File: src/bece_pkg.sv
// ----------------------------------------------------------------------------
// bece_pkg
// Shared constants, types and number-format helpers of the easing evaluator.
// ----------------------------------------------------------------------------
package bece_pkg;

  localparam int FRAC_BITS = 16;
  localparam int MAX_STEPS = 24;

  localparam int FX_W    = FRAC_BITS + 1;
  localparam int ACC_W   = FX_W + 3;
  localparam int STEP_W  = $clog2(MAX_STEPS + 1);
  localparam int TIME_W  = 18;
  localparam int Q16_W   = 17;
  localparam int CFG_W   = 7;
  localparam int PADDR_W = 4;
  localparam int PDATA_W = 32;

  localparam logic [FX_W-1:0]  ONE_FX  = FX_W'(1) << FRAC_BITS;
  localparam logic [FX_W-1:0]  HALF_T  = FX_W'(1) << (FRAC_BITS - 1);
  localparam logic [Q16_W-1:0] Q16_ONE = Q16_W'(65536);

  localparam int UP_SH = (FRAC_BITS >= 16) ? FRAC_BITS - 16 : 0;
  localparam int DN_SH = (FRAC_BITS < 16) ? 16 - FRAC_BITS : 0;
  localparam int YW    = FX_W + DN_SH + 1;

  localparam int TOL_RAW = ((1 << FRAC_BITS) + 50000) / 100000;
  localparam int TOL     = (TOL_RAW > 0) ? TOL_RAW : 1;

  localparam int CTRL_DIV  = 127;
  localparam int CTRL_HALF = 63;
  localparam int CTRL_QUO  = (1 << FRAC_BITS) / CTRL_DIV;
  localparam int CTRL_REM  = (1 << FRAC_BITS) % CTRL_DIV;
  localparam int CTRL_RW   = $clog2(CTRL_DIV * CTRL_REM + CTRL_HALF + 1);

  typedef enum logic [1:0] {
    REG_CTRL1_X = 2'd0,
    REG_CTRL1_Y = 2'd1,
    REG_CTRL2_X = 2'd2,
    REG_CTRL2_Y = 2'd3
  } reg_idx_e;

  typedef struct packed {
    logic [CFG_W-1:0] ctrl1_x;
    logic [CFG_W-1:0] ctrl1_y;
    logic [CFG_W-1:0] ctrl2_x;
    logic [CFG_W-1:0] ctrl2_y;
  } cfg_t;

  typedef struct packed {
    logic [FX_W-1:0] a;
    logic [FX_W-1:0] b;
  } mul_req_t;

  // v/127 in Q1.F, rounded half up: v*QUO plus a small remainder quotient
  function automatic logic [FX_W-1:0] ctrl_to_fx(input logic [CFG_W-1:0] v);
    logic [CTRL_RW-1:0] r;
    logic [FX_W-1:0]    q;
    int                 k;
    r = CTRL_RW'(v) * CTRL_RW'(CTRL_REM) + CTRL_RW'(CTRL_HALF);
    q = FX_W'(v) * FX_W'(CTRL_QUO);
    for (k = 1; k <= CTRL_REM; k++) begin
      if (r >= CTRL_RW'(k * CTRL_DIV)) begin
        q = q + FX_W'(1);
      end
    end
    return q;
  endfunction

  function automatic logic [FX_W-1:0] time_to_fx(input logic [TIME_W-1:0] raw);
    logic [Q16_W-1:0] tq;
    if (raw[TIME_W-1]) begin
      tq = '0;
    end else if (raw[Q16_W-1:0] > Q16_ONE) begin
      tq = Q16_ONE;
    end else begin
      tq = raw[Q16_W-1:0];
    end
    if (FRAC_BITS >= 16) begin
      return FX_W'(tq) << UP_SH;
    end else begin
      return FX_W'(tq >> DN_SH);
    end
  endfunction

  function automatic logic [Q16_W-1:0] y_to_q16(input logic [FX_W-1:0] y);
    logic [YW-1:0] w;
    w = (YW'(y) << DN_SH) + YW'((1 << UP_SH) >> 1);
    w = w >> UP_SH;
    if (w > YW'(Q16_ONE)) begin
      return Q16_ONE;
    end else begin
      return w[Q16_W-1:0];
    end
  endfunction

endpackage

File: src/bece_cfg_regs.sv
// ----------------------------------------------------------------------------
// bece_cfg_regs
// APB register file holding the two inner control points.
// ----------------------------------------------------------------------------
module bece_cfg_regs import bece_pkg::*; (
  input  logic               clk_i,
  input  logic               rst_ni,
  input  logic               psel,
  input  logic               penable,
  input  logic               pwrite,
  input  logic [PADDR_W-1:0] paddr,
  input  logic [PDATA_W-1:0] pwdata,
  output logic [PDATA_W-1:0] prdata,
  output logic               pready,
  output cfg_t               cfg_o
);

  cfg_t     cfg_q, cfg_d;
  reg_idx_e idx;
  logic     wr_en;

  assign idx    = reg_idx_e'(paddr[PADDR_W-1:2]);
  assign wr_en  = psel & penable & pwrite;
  assign pready = 1'b1;
  assign cfg_o  = cfg_q;

  always_comb begin
    cfg_d = cfg_q;
    if (wr_en) begin
      unique case (idx)
        REG_CTRL1_X: cfg_d.ctrl1_x = pwdata[CFG_W-1:0];
        REG_CTRL1_Y: cfg_d.ctrl1_y = pwdata[CFG_W-1:0];
        REG_CTRL2_X: cfg_d.ctrl2_x = pwdata[CFG_W-1:0];
        REG_CTRL2_Y: cfg_d.ctrl2_y = pwdata[CFG_W-1:0];
        default:     cfg_d = cfg_q;
      endcase
    end
  end

  always_comb begin
    unique case (idx)
      REG_CTRL1_X: prdata = PDATA_W'(cfg_q.ctrl1_x);
      REG_CTRL1_Y: prdata = PDATA_W'(cfg_q.ctrl1_y);
      REG_CTRL2_X: prdata = PDATA_W'(cfg_q.ctrl2_x);
      REG_CTRL2_Y: prdata = PDATA_W'(cfg_q.ctrl2_y);
      default:     prdata = '0;
    endcase
  end

  always_ff @(posedge clk_i or negedge rst_ni) begin
    if (!rst_ni) begin
      cfg_q.ctrl1_x <= CFG_W'(0);
      cfg_q.ctrl1_y <= CFG_W'(0);
      cfg_q.ctrl2_x <= CFG_W'(127);
      cfg_q.ctrl2_y <= CFG_W'(127);
    end else begin
      cfg_q <= cfg_d;
    end
  end

endmodule

File: src/bece_mul_unit.sv
// ----------------------------------------------------------------------------
// bece_mul_unit
// Shared Q1.F multiplier with round-half-up and a registered product.
// ----------------------------------------------------------------------------
module bece_mul_unit import bece_pkg::*; (
  input  logic            clk_i,
  input  mul_req_t        req_i,
  output logic [FX_W-1:0] prod_o
);

  logic [2*FX_W-1:0] full;
  logic [2*FX_W-1:0] rnd;
  logic [FX_W-1:0]   prod_q, prod_d;

  assign full   = (2*FX_W)'(req_i.a) * (2*FX_W)'(req_i.b);
  assign rnd    = full + (2*FX_W)'(HALF_T);
  assign prod_d = rnd[FRAC_BITS +: FX_W];
  assign prod_o = prod_q;

  always_ff @(posedge clk_i) begin
    prod_q <= prod_d;
  end

endmodule

File: src/bece_seq.sv
// ----------------------------------------------------------------------------
// bece_seq
// Sequencer: bisection on t, curve evaluation through the shared multiplier.
// ----------------------------------------------------------------------------
module bece_seq import bece_pkg::*; (
  input  logic              clk_i,
  input  logic              rst_ni,
  input  logic              start_i,
  output logic              busy_o,
  input  logic [TIME_W-1:0] time_in_i,
  input  cfg_t              cfg_i,
  output mul_req_t          mul_req_o,
  input  logic [FX_W-1:0]   prod_i,
  output logic              done_o,
  output logic [Q16_W-1:0]  eased_value_o,
  output logic              converged_o
);

  typedef enum logic [2:0] {
    S_IDLE  = 3'b001,
    S_XEVAL = 3'b010,
    S_YEVAL = 3'b100
  } state_e;

  // one multiply a cycle; OP_SUM closes the evaluation
  localparam logic [3:0] OP_IT_IT = 4'd0;
  localparam logic [3:0] OP_X_T1  = 4'd1;
  localparam logic [3:0] OP_X_PA  = 4'd2;
  localparam logic [3:0] OP_IT_T  = 4'd3;
  localparam logic [3:0] OP_X_T2  = 4'd4;
  localparam logic [3:0] OP_X_PB  = 4'd5;
  localparam logic [3:0] OP_T_T   = 4'd6;
  localparam logic [3:0] OP_X_T3  = 4'd7;
  localparam logic [3:0] OP_SUM   = 4'd8;

  state_e            state_q, state_d;
  logic [3:0]        op_q, op_d;
  logic [STEP_W-1:0] step_q, step_d;
  logic              done_q, done_d;
  logic              conv_q, conv_d;

  logic [FX_W-1:0]   time_q, time_d;
  logic [FX_W-1:0]   lo_q, lo_d;
  logic [FX_W-1:0]   hi_q, hi_d;
  logic [FX_W-1:0]   t_q, t_d;
  logic [ACC_W-1:0]  acc_q, acc_d;
  logic [Q16_W-1:0]  eased_q, eased_d;
  logic              conv_out_q, conv_out_d;

  logic [FX_W-1:0]   it;
  logic [FX_W-1:0]   pa, pb;
  logic [ACC_W-1:0]  prod3;
  logic [ACC_W-1:0]  sum;
  logic [FX_W-1:0]   x;
  logic [FX_W-1:0]   diff;
  logic              in_tol;
  logic              above;
  logic [FX_W-1:0]   lo_n, hi_n;
  logic [FX_W:0]     mid;
  logic              y_mode;

  assign y_mode = (state_q == S_YEVAL);
  assign it     = ONE_FX - t_q;
  assign pa     = y_mode ? ctrl_to_fx(cfg_i.ctrl1_y) : ctrl_to_fx(cfg_i.ctrl1_x);
  assign pb     = y_mode ? ctrl_to_fx(cfg_i.ctrl2_y) : ctrl_to_fx(cfg_i.ctrl2_x);

  assign prod3  = (ACC_W'(prod_i) << 1) + ACC_W'(prod_i);
  assign sum    = acc_q + ACC_W'(prod_i);
  assign x      = (sum > ACC_W'(ONE_FX)) ? ONE_FX : sum[FX_W-1:0];
  assign diff   = (time_q >= x) ? time_q - x : x - time_q;
  assign in_tol = (diff <= FX_W'(TOL));
  assign above  = (x > time_q);
  assign lo_n   = above ? lo_q : t_q;
  assign hi_n   = above ? t_q : hi_q;
  assign mid    = (FX_W+1)'(lo_n) + (FX_W+1)'(hi_n);

  assign busy_o        = (state_q != S_IDLE);
  assign done_o        = done_q;
  assign eased_value_o = eased_q;
  assign converged_o   = conv_out_q;

  always_comb begin
    unique case (op_q)
      OP_IT_IT: begin mul_req_o.a = it;     mul_req_o.b = it; end
      OP_X_T1:  begin mul_req_o.a = prod_i; mul_req_o.b = t_q; end
      OP_X_PA:  begin mul_req_o.a = prod_i; mul_req_o.b = pa; end
      OP_IT_T:  begin mul_req_o.a = it;     mul_req_o.b = t_q; end
      OP_X_T2:  begin mul_req_o.a = prod_i; mul_req_o.b = t_q; end
      OP_X_PB:  begin mul_req_o.a = prod_i; mul_req_o.b = pb; end
      OP_T_T:   begin mul_req_o.a = t_q;    mul_req_o.b = t_q; end
      OP_X_T3:  begin mul_req_o.a = prod_i; mul_req_o.b = t_q; end
      default:  begin mul_req_o.a = t_q;    mul_req_o.b = t_q; end
    endcase
  end

  always_comb begin
    unique case (op_q)
      OP_IT_IT:        acc_d = '0;
      OP_IT_T, OP_T_T: acc_d = acc_q + prod3;
      default:         acc_d = acc_q;
    endcase
  end

  always_comb begin
    state_d    = state_q;
    op_d       = op_q;
    step_d     = step_q;
    done_d     = 1'b0;
    conv_d     = conv_q;
    time_d     = time_q;
    lo_d       = lo_q;
    hi_d       = hi_q;
    t_d        = t_q;
    eased_d    = eased_q;
    conv_out_d = conv_out_q;
    unique case (state_q)
      S_IDLE: begin
        if (start_i) begin
          state_d = S_XEVAL;
          op_d    = OP_IT_IT;
          step_d  = '0;
          time_d  = time_to_fx(time_in_i);
          lo_d    = '0;
          hi_d    = ONE_FX;
          t_d     = ONE_FX >> 1;
        end
      end
      S_XEVAL: begin
        if (op_q == OP_SUM) begin
          op_d = OP_IT_IT;
          if (in_tol) begin
            conv_d  = 1'b1;
            state_d = S_YEVAL;
          end else begin
            lo_d = lo_n;
            hi_d = hi_n;
            t_d  = mid[FX_W:1];
            if (step_q == STEP_W'(MAX_STEPS - 1)) begin
              conv_d  = 1'b0;
              state_d = S_YEVAL;
            end else begin
              step_d = step_q + STEP_W'(1);
            end
          end
        end else begin
          op_d = op_q + 4'd1;
        end
      end
      S_YEVAL: begin
        if (op_q == OP_SUM) begin
          done_d     = 1'b1;
          eased_d    = y_to_q16(x);
          conv_out_d = conv_q;
          state_d    = S_IDLE;
        end else begin
          op_d = op_q + 4'd1;
        end
      end
      default: state_d = S_IDLE;
    endcase
  end

  always_ff @(posedge clk_i or negedge rst_ni) begin
    if (!rst_ni) begin
      state_q <= S_IDLE;
      op_q    <= OP_IT_IT;
      step_q  <= '0;
      done_q  <= 1'b0;
      conv_q  <= 1'b0;
    end else begin
      state_q <= state_d;
      op_q    <= op_d;
      step_q  <= step_d;
      done_q  <= done_d;
      conv_q  <= conv_d;
    end
  end

  always_ff @(posedge clk_i) begin
    time_q     <= time_d;
    lo_q       <= lo_d;
    hi_q       <= hi_d;
    t_q        <= t_d;
    acc_q      <= acc_d;
    eased_q    <= eased_d;
    conv_out_q <= conv_out_d;
  end

endmodule

File: src/bezier_easing_curve_eval_unit.sv
// ----------------------------------------------------------------------------
// bezier_easing_curve_eval_unit
// Cubic Bezier easing: solves x(t) = time by bisection, returns y(t).
// ----------------------------------------------------------------------------
// Usage:
//   Control points are written over the APB port (registers at byte offsets
//   0, 4, 8, 12: ctrl1_x, ctrl1_y, ctrl2_x, ctrl2_y, 7 bits each) while idle.
//   A time beat is taken on the edge where start is high and busy is low.
//   busy stays high until the result appears; done_o then marks
//   eased_value_o and converged_o for exactly one cycle.
// Sequencing:
//   Each curve evaluation runs on the single shared multiplier as eight
//   chained products plus the sum. With n bisection steps (1 to 24) the
//   result strobe follows n evaluations in x and one in y after the
//   accepting edge; busy drops in the strobe cycle, so the next beat can
//   be taken on the edge that ends it.
// Reset:
//   rst_ni clears the sequencer to idle and loads the linear default
//   control points (0,0) and (1,1).
// The receiver cannot stall: done_o is a one-cycle pulse.
// ----------------------------------------------------------------------------
module bezier_easing_curve_eval_unit import bece_pkg::*; (
  input  logic               clk_i,
  input  logic               rst_ni,
  input  logic               psel,
  input  logic               penable,
  input  logic               pwrite,
  input  logic [PADDR_W-1:0] paddr,
  input  logic [PDATA_W-1:0] pwdata,
  output logic [PDATA_W-1:0] prdata,
  output logic               pready,
  input  logic               start,
  output logic               busy,
  input  logic [TIME_W-1:0]  time_in_i,
  output logic               done_o,
  output logic [Q16_W-1:0]   eased_value_o,
  output logic               converged_o
);

  cfg_t            cfg;
  mul_req_t        mul_req;
  logic [FX_W-1:0] prod;

  bece_cfg_regs u_cfg (
    .clk_i   (clk_i),
    .rst_ni  (rst_ni),
    .psel    (psel),
    .penable (penable),
    .pwrite  (pwrite),
    .paddr   (paddr),
    .pwdata  (pwdata),
    .prdata  (prdata),
    .pready  (pready),
    .cfg_o   (cfg)
  );

  bece_mul_unit u_mul (
    .clk_i  (clk_i),
    .req_i  (mul_req),
    .prod_o (prod)
  );

  bece_seq u_seq (
    .clk_i         (clk_i),
    .rst_ni        (rst_ni),
    .start_i       (start),
    .busy_o        (busy),
    .time_in_i     (time_in_i),
    .cfg_i         (cfg),
    .mul_req_o     (mul_req),
    .prod_i        (prod),
    .done_o        (done_o),
    .eased_value_o (eased_value_o),
    .converged_o   (converged_o)
  );

endmodule

File: config.mk
export PLATFORM = sky130hd
export DESIGN_NAME = bezier_easing_curve_eval_unit
export DESIGN_NICKNAME = d
export VERILOG_FILES = /design/src/bece_pkg.sv /design/src/bece_cfg_regs.sv /design/src/bece_mul_unit.sv /design/src/bece_seq.sv /design/src/bezier_easing_curve_eval_unit.sv
export SDC_FILE = /design/constraint.sdc
export NUM_CORES = 1
export LEC_CHECK = 0
export ABC_AREA = 1
export BUFFER_PORTS_ARGS = -buffer_cell sky130_fd_sc_hd__buf_2
export CAP_MARGIN = 15
export CORE_MARGIN = 2
export CORE_UTILIZATION = 55
export CTS_BUF_LIST = sky130_fd_sc_hd__clkbuf_4 sky130_fd_sc_hd__clkbuf_8
export DETAILED_ROUTE_END_ITERATION = 8
export HOLD_SLACK_MARGIN = 0.15
export PLACE_DENSITY_LB_ADDON = 0.3
export RECOVER_POWER = 25
export SYNTH_ARGS = -nofsm -noshare
export SYNTH_HDL_FRONTEND = slang
export SYNTH_HIERARCHICAL = 1
export SYNTH_SLANG_ARGS = --single-unit
File: constraint.sdc
create_clock -name clk_i -period 10.7 [get_ports clk_i]
set_input_delay 1.07 -clock clk_i [delete_from_list [all_inputs] [get_ports clk_i]]
set_output_delay 1.07 -clock clk_i [all_outputs]
set_load 0.03 [all_outputs]
# Word-level counts from Yosys, hierarchy flattened
# Cells that the tools add are included.
[totals]
register_bits = 165
input_bits = 60
out_inout_bits = 53
wordCells = 177
[classes]
n_addsub = 30
mul = 5
magnitude_cmp = 22
n_eq_ne = 23
mux = 57
n_bitwise = 2
n_reduce_logical = 20
[op_table]
columns = ["op", "n"]
rows = [
  ["17-bit two-way mux", 32],
  ["17-bit by 1-bit adder with 17-bit output (second input constant)", 16],
  ["34-bit case mux with 5 select lines", 1],
  ["32-bit case mux with 4 select lines", 1],
  ["17-bit case mux with 2 select lines", 3],
  ["10-bit by 9-bit >= comparator with 1-bit output (second input constant)", 8],
  ["7-bit by 8-bit multiplier with 15-bit output (second input constant)", 4],
  ["9-bit by 6-bit adder with 10-bit output (second input constant)", 4],
  ["10-bit by 7-bit >= comparator with 1-bit output (second input constant)", 4],
  ["10-bit by 8-bit >= comparator with 1-bit output (second input constant)", 4],
  ["20-bit case mux with 2 select lines", 1],
  ["17-bit greater-than comparator (second input constant)", 2],
  ["17-bit subtractor", 2],
  ["33-bit by 16-bit adder with 33-bit output (second input constant)", 1],
  ["17-bit by 17-bit multiplier with 33-bit output", 1],
  ["20-bit by 17-bit adder with 20-bit output", 1],
  ["20-bit adder", 1],
  ["20-bit by 17-bit greater-than comparator with 1-bit output (second input constant)", 1],
  ["5-bit two-way mux", 4],
  ["18-bit by 17-bit adder with 19-bit output", 1],
  ["17-bit by 17-bit adder with 18-bit output", 1],
  ["17-bit >= comparator", 1],
  ["17-bit greater-than comparator", 1],
  ["17-bit by 1-bit less-or-equal comparator with 1-bit output (second input constant)", 1],
  ["other kinds (33)", 63],
]

# Longest topological paths before layout
# Gate-level depths: netlist (run 1).
[depth]
word_depth = 13
mapped_depth = 46
depth_no_buf = 44

# Cells and area by module
# Netlist (run 1), hierarchy kept.
[by_module_without_submodules]
columns = ["mod", "instances", "cells_per_inst", "area_per_inst_um2", "seq_area_each_um2"]
rows = [
  ["bece_seq", 1, 2028, 13482.9, 3534.6],
  ["bece_mul_unit", 1, 1486, 10719.0, 340.3],
  ["bece_cfg_regs", 1, 201, 1661.6, 718.2],
]

# Worst setup path before layout (run 1)
# Ideal clock, no wire load.
[synth_path]
path_kind = "reg2reg"
from = "register u_cfg.cfg_q (netlist bit u_cfg/cfg_o[26])"
to = "register u_mul.prod_q[12] (netlist: u_mul/prod_o[12])"
setup_time_ps = 112
arrival_ps = 7413
required_time_ps = 10588
path_slack_ps = 3174
path_stages_with_launch = 42
path_buffers = 2
period_less_slack_ps = 7526
cell_sequence = "dfrtp_1 > nor3_1 > inv_1 > ha_1 > xor2_1 > inv_1 > ha_1 > inv_1 > nor2_1 > nand2_1 > nor2_1 > inv_1 > nor2_1 > inv_1 > nor3_1 > inv_1 > a31oi_1 > nand2_1 > [... 6 more ...] > inv_1 > fa_1 > fa_1 > fa_1 > inv_1 > fa_1 > inv_1 > ha_1 > nand2_1 > inv_1 > nand2_1 > inv_1 > nand2_1 > nand2_1 > a21oi_1 > nand2_1 > nand2_1 > nand2_1"
[synth_lines]
columns = ["element", "line_no", "source"]
rows = [
  ["from (decl)", "bece_cfg_regs.sv:18", "cfg_t cfg_q, cfg_d;"],
  ["from (signal assigned)", "bece_cfg_regs.sv:57", "cfg_q <= cfg_d;"],
  ["to (signal assigned)", "bece_mul_unit.sv:21", "prod_q <= prod_d;"],
  ["to (decl)", "bece_mul_unit.sv:13", "logic [FX_W-1:0] prod_q, prod_d;"],
]

==> results of run 1 <==
==> logic make-up after synthesis <==
logic type               count (synthesis)  share of synthesized area
AND/OR/NAND/NOR                       1677                     0.2753
buffers and inverters                  964                     0.1478
adder cells (fa/ha/maj)                460                     0.2934
AO/OA/AOI/OAI                          395                    0.08805
flip-flops                             165                     0.1776
XOR/XNOR                                52                    0.01761
other                                    2                  0.0002904
==> worst min path at each step <==
stage | endpoint | from
floorplan | u_seq/converged_o | u_seq/conv_q
CTS | u_seq/converged_o | u_seq/conv_q
finish | u_seq/converged_o | u_seq/conv_q
global placement | u_seq/converged_o | u_seq/conv_q
detailed placement | u_seq/converged_o | u_seq/conv_q
global route | u_seq/converged_o | u_seq/conv_q
==> Yosys cell counts (all sizes together) (17+ instances only) <==
master / n
a21oi: 142
buf: 50
clkbuf: 93
dfrtp: 27
dfxtp: 17
edfxtp: 106
fa: 244
ha: 216
inv: 815
nand2: 1097
nand3: 165
nand4: 52
nor2: 293
nor3: 40
o21ai: 158
xor2: 37
==> cells in the final DEF, fill, tap and decap left out, drive strengths merged, types with 5 or more instances in the layout <==
master	synthesis	final
o21bai	11	11
fa	244	244
nor2	293	293
ha	216	216
nand2	1097	1097
nand4	52	52
or2	5	5
xor2	37	37
clkbuf	93	20
o211ai	12	12
buf	50	93
nor4	10	10
inv	815	821
conb	2	26
a21oi	142	142
xnor2	15	15
dfrtp	27	27
nor3	40	40
o22ai	7	7
o2111ai	13	13
o21a	13	13
clkinv	6	11
a21boi	8	8
nand3	165	165
dfstp	15	15
nand3b	8	8
dfxtp	17	17
o221ai	9	9
edfxtp	106	106
o21ai	158	158
==> stage by stage <==
step	setup slack, ns	instances	util	instance area (um2)
6_report	1.903	4331	0.5792	26910
5_1_grt	1.342	4331	0.5792	26910
4_1_cts	2.050	4331	0.5806	26970
3_5_place_dp	2.080	4299	0.5720	26580
3_3_place_gp	2.156	4299	0.5720	26580
2_1_floorplan	3.174	3739	-	25950
==> final cells by class <==
class | instances | area [um2]
clock inverter | 15 | 165.2
timing repair buffer | 96 | 566.8
inverter | 821 | 3088
multi-input combinational | 2610 | 17500
clock buffer | 17 | 234.0
tap | 607 | 759.5
fill | 4450 | 19550
sequential | 165 | 4593
==> metal layers <==
metal  track usage  vias up  wire (um)
met5             0        -          0
met4       0.08941        0       1955
met1        0.3783    10750      29210
li1              -    11370          -
met2        0.4630      832      31490
met3       0.04023      133       4964
==> sequential cells by signal, indices dropped and copies added, names as in the netlist <==
signal / flops
u_seq/conv_q: 1
u_seq/op_q: 4
u_seq/eased_value_o: 17
u_seq/t_q: 17
u_seq/lo_q: 17
u_seq/hi_q: 17
u_seq/time_q: 17
u_mul/prod_o: 17
u_cfg/cfg_o: 28
u_seq/done_o: 1
u_seq/step_q: 5
u_seq/converged_o: 1
u_seq/acc_q: 20
u_seq/state_q: 3
==> results.tsv, run 1 <==
metric	value	unit
status	finished with violations	
violations	capacitance limit, slew limit	
min_path_cells	0	
crit_family	adder cells	
cts_hold_buf	0	
cts_resized	0	
cp_common_cell	inv_1	
critPathRequiredTime	11.09	ns
cp_max_fo	16	
reg2reg_depth	29	
rrSetupSlack	1.90	ns
ys_ff_latch	165	
max_stage_delay	0.94	ns
numPortBuffers	59	
cts_tree	built	
crit_start	u_seq/op_q[0]	
hold_viol	0	
cp.depth	29	
synth_warnings	6	
cts_buffer_depth	2	
cp_num_buf_inv	9	
die_area	48770	um2
fmax	0.1137	GHz
maxCapViolations	1	
fin_skew	0.01926	ns
numCtsBuffers	17	
vias_per_cell	5.331	
reg2reg_from	u_seq/op_q[0]	
antennaDiodeCount	0	
netlist_top_cells_area	fa_1 19%, nand2_1 15%, edfxtp_1 12%	
start_util	0.5567	
startpoint_type	flop	
chipHeight	220.9	um
synthArstFlopShare	0.2545	
area_delta_synth_final	4.035	%
grt_overflow	0	
antenna_found_initial	0	
rsz0062_at_grt	false	
clock-root-buffer	clkbuf_8	
setup-tns-final	0	ns
drc	0	
cts.sinks	165	
grt_usage	0.2795	
cts.htree.levels	4	
ys_seq_area_frac	0.1776	
grt_pass1_vias	22220	
clock_latency	0.50	ns
routed_wl	67.63	mm
setup_viol	0	
path_clk_slew	0.10	ns
gp_congestion	0.9381	
yosysTopAreaCellShare	0.1889	
routedWlPerCell	15.61	um
min_period	8.797	ns
slowest_stage	o211ai_1	
hpwl	53.62	mm
crit_type	reg -> reg	
design.core.area	46460	um2
die_x	220.9	um
io_pins	113	
via_count	23090	
synth_edf_count	106	
drt_iter0_markers	2045	
rr_endpoint	u_mul/prod_o[11]	
arrival	9.19	ns
grt_max_degree	52	
tightest_slew	2.237	ns
firstDrtPassIters	6	
yosys_most_used_dff	edfxtp_1	
post-cts-setup-buffers	0	
nets	4231	
timing.hold.ws	0.4680	ns
rows	79	
synth_top_area_cell	fa_1	
synth_cells	3715	
hold_path_class	reg -> reg	
maxSlewViolCount	43	
syn_area	25860	um2
endpoint	u_mul/prod_o[11]	
worstSetupEndpointType	flop	
slew_headroom	-0.4914	
final_layout_size_suffix_gt1_frac	0.06257	
ant_nets	0	
grt_pass1_wl	111.2	mm
synth_cell_types	68	
post-route-period-util	0.8222	
synth.avg_cell_area	6.962	um2
Power of run 1 is not shown: default switching activity piles up to over one toggle a cycle in this logic, so the estimate is an artifact.
==> run 2: changes to the inputs <==
==> constraint.sdc (replaced) <==
create_clock -name clk_i -period 8.4 [get_ports clk_i]
set_input_delay 0.84 -clock clk_i [delete_from_list [all_inputs] [get_ports clk_i]]
set_output_delay 0.84 -clock clk_i [all_outputs]
set_load 0.03 [all_outputs]
==> run 2 against run 1 <==
The run still ends with capacitance limit, slew limit left. First-iteration DRC count grew 5.7%. Critical path type unchanged. Register-to-register slack lost 1.4 ns. Cell count grew 0.53%. Wire length grew 2.0%. Non-clock buffer count grew 23. Hold slack gained 0.020 ns. Critical path depth grew 1. Design area grew 1.3%. Fmax grew 11%. Setup slack lost 1.4 ns. Clock skew grew 0.012 ns.
==> results.tsv, run 2 (synthesized netlist as in run 1, its figures left out) <==
metric	value	unit	change
status	finished with violations		unchanged
violations	capacitance limit, slew limit		unchanged
maxSlewViolCount	43		unchanged
design.core.area	46460	um2	unchanged
grt_pass1_vias	22220		about the same
startpoint_type	flop		unchanged
crit_type	reg -> reg		unchanged
max_stage_delay	0.57	ns	was 0.94 ns
hold_viol	0		unchanged
cp_common_cell	inv_1		unchanged
drc	0		unchanged
drt_iter0_markers	2161		was 2,045
numCtsBuffers	17		unchanged
critPathRequiredTime	8.82	ns	was 11.09 ns
nets	4254		was 4,231
gp_congestion	0.9702		was 0.9381
hpwl	54.67	mm	was 53.62 mm
dp_slack	0.2388	ns	was 2.080 ns
rows	79		unchanged
final_common_cell	nand2_1		unchanged
setup_viol	0		unchanged
start_util	0.5567		unchanged
ant_nets	0		unchanged
clock-root-buffer	clkbuf_8		unchanged
reg2reg_from	u_seq/op_q[0]		unchanged
slowest_stage	nor2_1		was o211ai_1
cts_buffer_depth	2		unchanged
filler_cell_count	4476		was 4,450
io_pins	113		unchanged
die_x	220.9	um	unchanged
arrival	8.35	ns	was 9.19 ns
routed_wl	68.99	mm	was 67.63 mm
cts.htree.levels	4		unchanged
area_delta_synth_final	5.346	%	was 4.035%
grt_overflow	0		unchanged
hold_path_class	reg -> reg		unchanged
fmax	0.1261	GHz	was 0.1137 GHz
cp_max_fo	16		unchanged
cts_hold_buf	0		unchanged
fin_skew	0.03142	ns	was 0.01926 ns
chipHeight	220.9	um	unchanged
grt_max_degree	52		unchanged
endpoint	u_mul/prod_o[16]		was u_mul/prod_o[11]
finalWorstSetupSlack	0.4719	ns	was 1.903 ns
path_clk_slew	0.10	ns	about the same
multiInputGateArea	17590	um2	was 17,500 um2
antennaDiodeCount	0		unchanged
routedWlPerCell	15.84	um	was 15.61 um
via_count	23180		was 23,090
reg2reg_depth	30		was 29
cts_tree	built		unchanged
grt_usage	0.2845		was 0.2795
worstSetupEndpointType	flop		unchanged
largest_reg_flops	28		unchanged
slew_headroom	-0.5141		was -0.4914
rr_endpoint	u_mul/prod_o[16]		was u_mul/prod_o[11]
tightest_slew	2.271	ns	was 2.237 ns
firstDrtPassIters	6		unchanged
vias_per_cell	5.323		was 5.331
antenna_found_initial	0		unchanged
maxCapViolations	1		unchanged
layout_common_cells	1,070 x nand2_1, 804 x inv_1, 261 x nor2_1		was 1,071 x nand2_1, 804 x inv_1, 266 x nor2_1
rrSetupSlack	0.47	ns	was 1.90 ns
clock_latency	0.53	ns	was 0.50 ns
post-route-period-util	0.9438		was 0.8222
die_area	48770	um2	unchanged
crit_start	u_seq/op_q[0]		unchanged
cts.sinks	165		unchanged
final_layout_size_suffix_gt1_frac	0.07393		was 0.06257
numPortBuffers	59		unchanged
regArea	4594	um2	was 4593 um2
grt_pass1_wl	113.2	mm	was 111.2 mm
min_period	7.928	ns	was 8.797 ns
-- run 2: changes by cell type in the layout (fill, tap and decap cells not counted), sizes merged --
cell | before | now
clkinv | 11 | 9
buf | 93 | 116
bufinv | 2 | 5
inv | 821 | 817
clkinvlp | 2 | 4
clkbuf | 20 | 21
-- run 2: stage by stage --
stage / cell area (um2) / util / setup TNS, ns / cells / hold slack, ns
detailed placement: 26750 / 0.5759 / 0 / 4321 / 0.4583
CTS: 27220 / 0.5859 / 0 / 4353 / 0.4809
finish: 27250 / 0.5865 / 0 / 4354 / 0.4877
global route: 27250 / 0.5865 / -0.02545 / 4354 / 0.4886
floorplan: 25950 / - / 0 / 3739 / 0.4253
global placement: 26750 / 0.5759 / 0 / 4321 / 0.4460
-- run 2: per-layer routing --
metal	share of wire	routed length, um	GRT usage	up-vias
met5	0	0	0	-
met4	0.024	1676	0.07469	0
met3	0.073	5067	0.04130	113
met2	0.46	31500	0.4592	852
met1	0.45	30740	0.4018	10810
li1	-	-	-	11410
-- run 2: how the worst min path moves through the flow --
stage,slack (ns),depth (start not counted),to,start
global route,0.49,0,u_seq/converged_o,u_seq/conv_q
global placement,0.45,0,u_seq/converged_o,u_seq/conv_q
detailed placement,0.46,0,u_seq/converged_o,u_seq/conv_q
floorplan,0.43,0,u_seq/converged_o,u_seq/conv_q
finish,0.49,0,u_seq/converged_o,u_seq/conv_q
CTS,0.48,1,u_cfg/cfg_o[14],rst_ni
-- run 2: critical path: cells and delay by family, from the launching register on --
kind	cells	cell delay [ns]
fa+ha+maj	8	3.69
flops	1	0.41
compound gates	4	1.24
simple gates	9	1.51
buf+inv	9	0.97
-- run 2: layout make-up --
cell class / count / area share
clock inverter: 14 / 0.008174
clock buffer: 18 / 0.008863
tap: 607 / 0.02787
timing repair buffer: 119 / 0.02760
multi-input combinational: 2610 / 0.6455
inverter: 821 / 0.1133
sequential: 165 / 0.1686
-- run 2: timing repair --
action,in CTS,in global routing
gates resized for setup,0,21
buffers inserted,0,1
endpoints found under the setup margin,0,18
Power of run 2 is left out for the same reason.
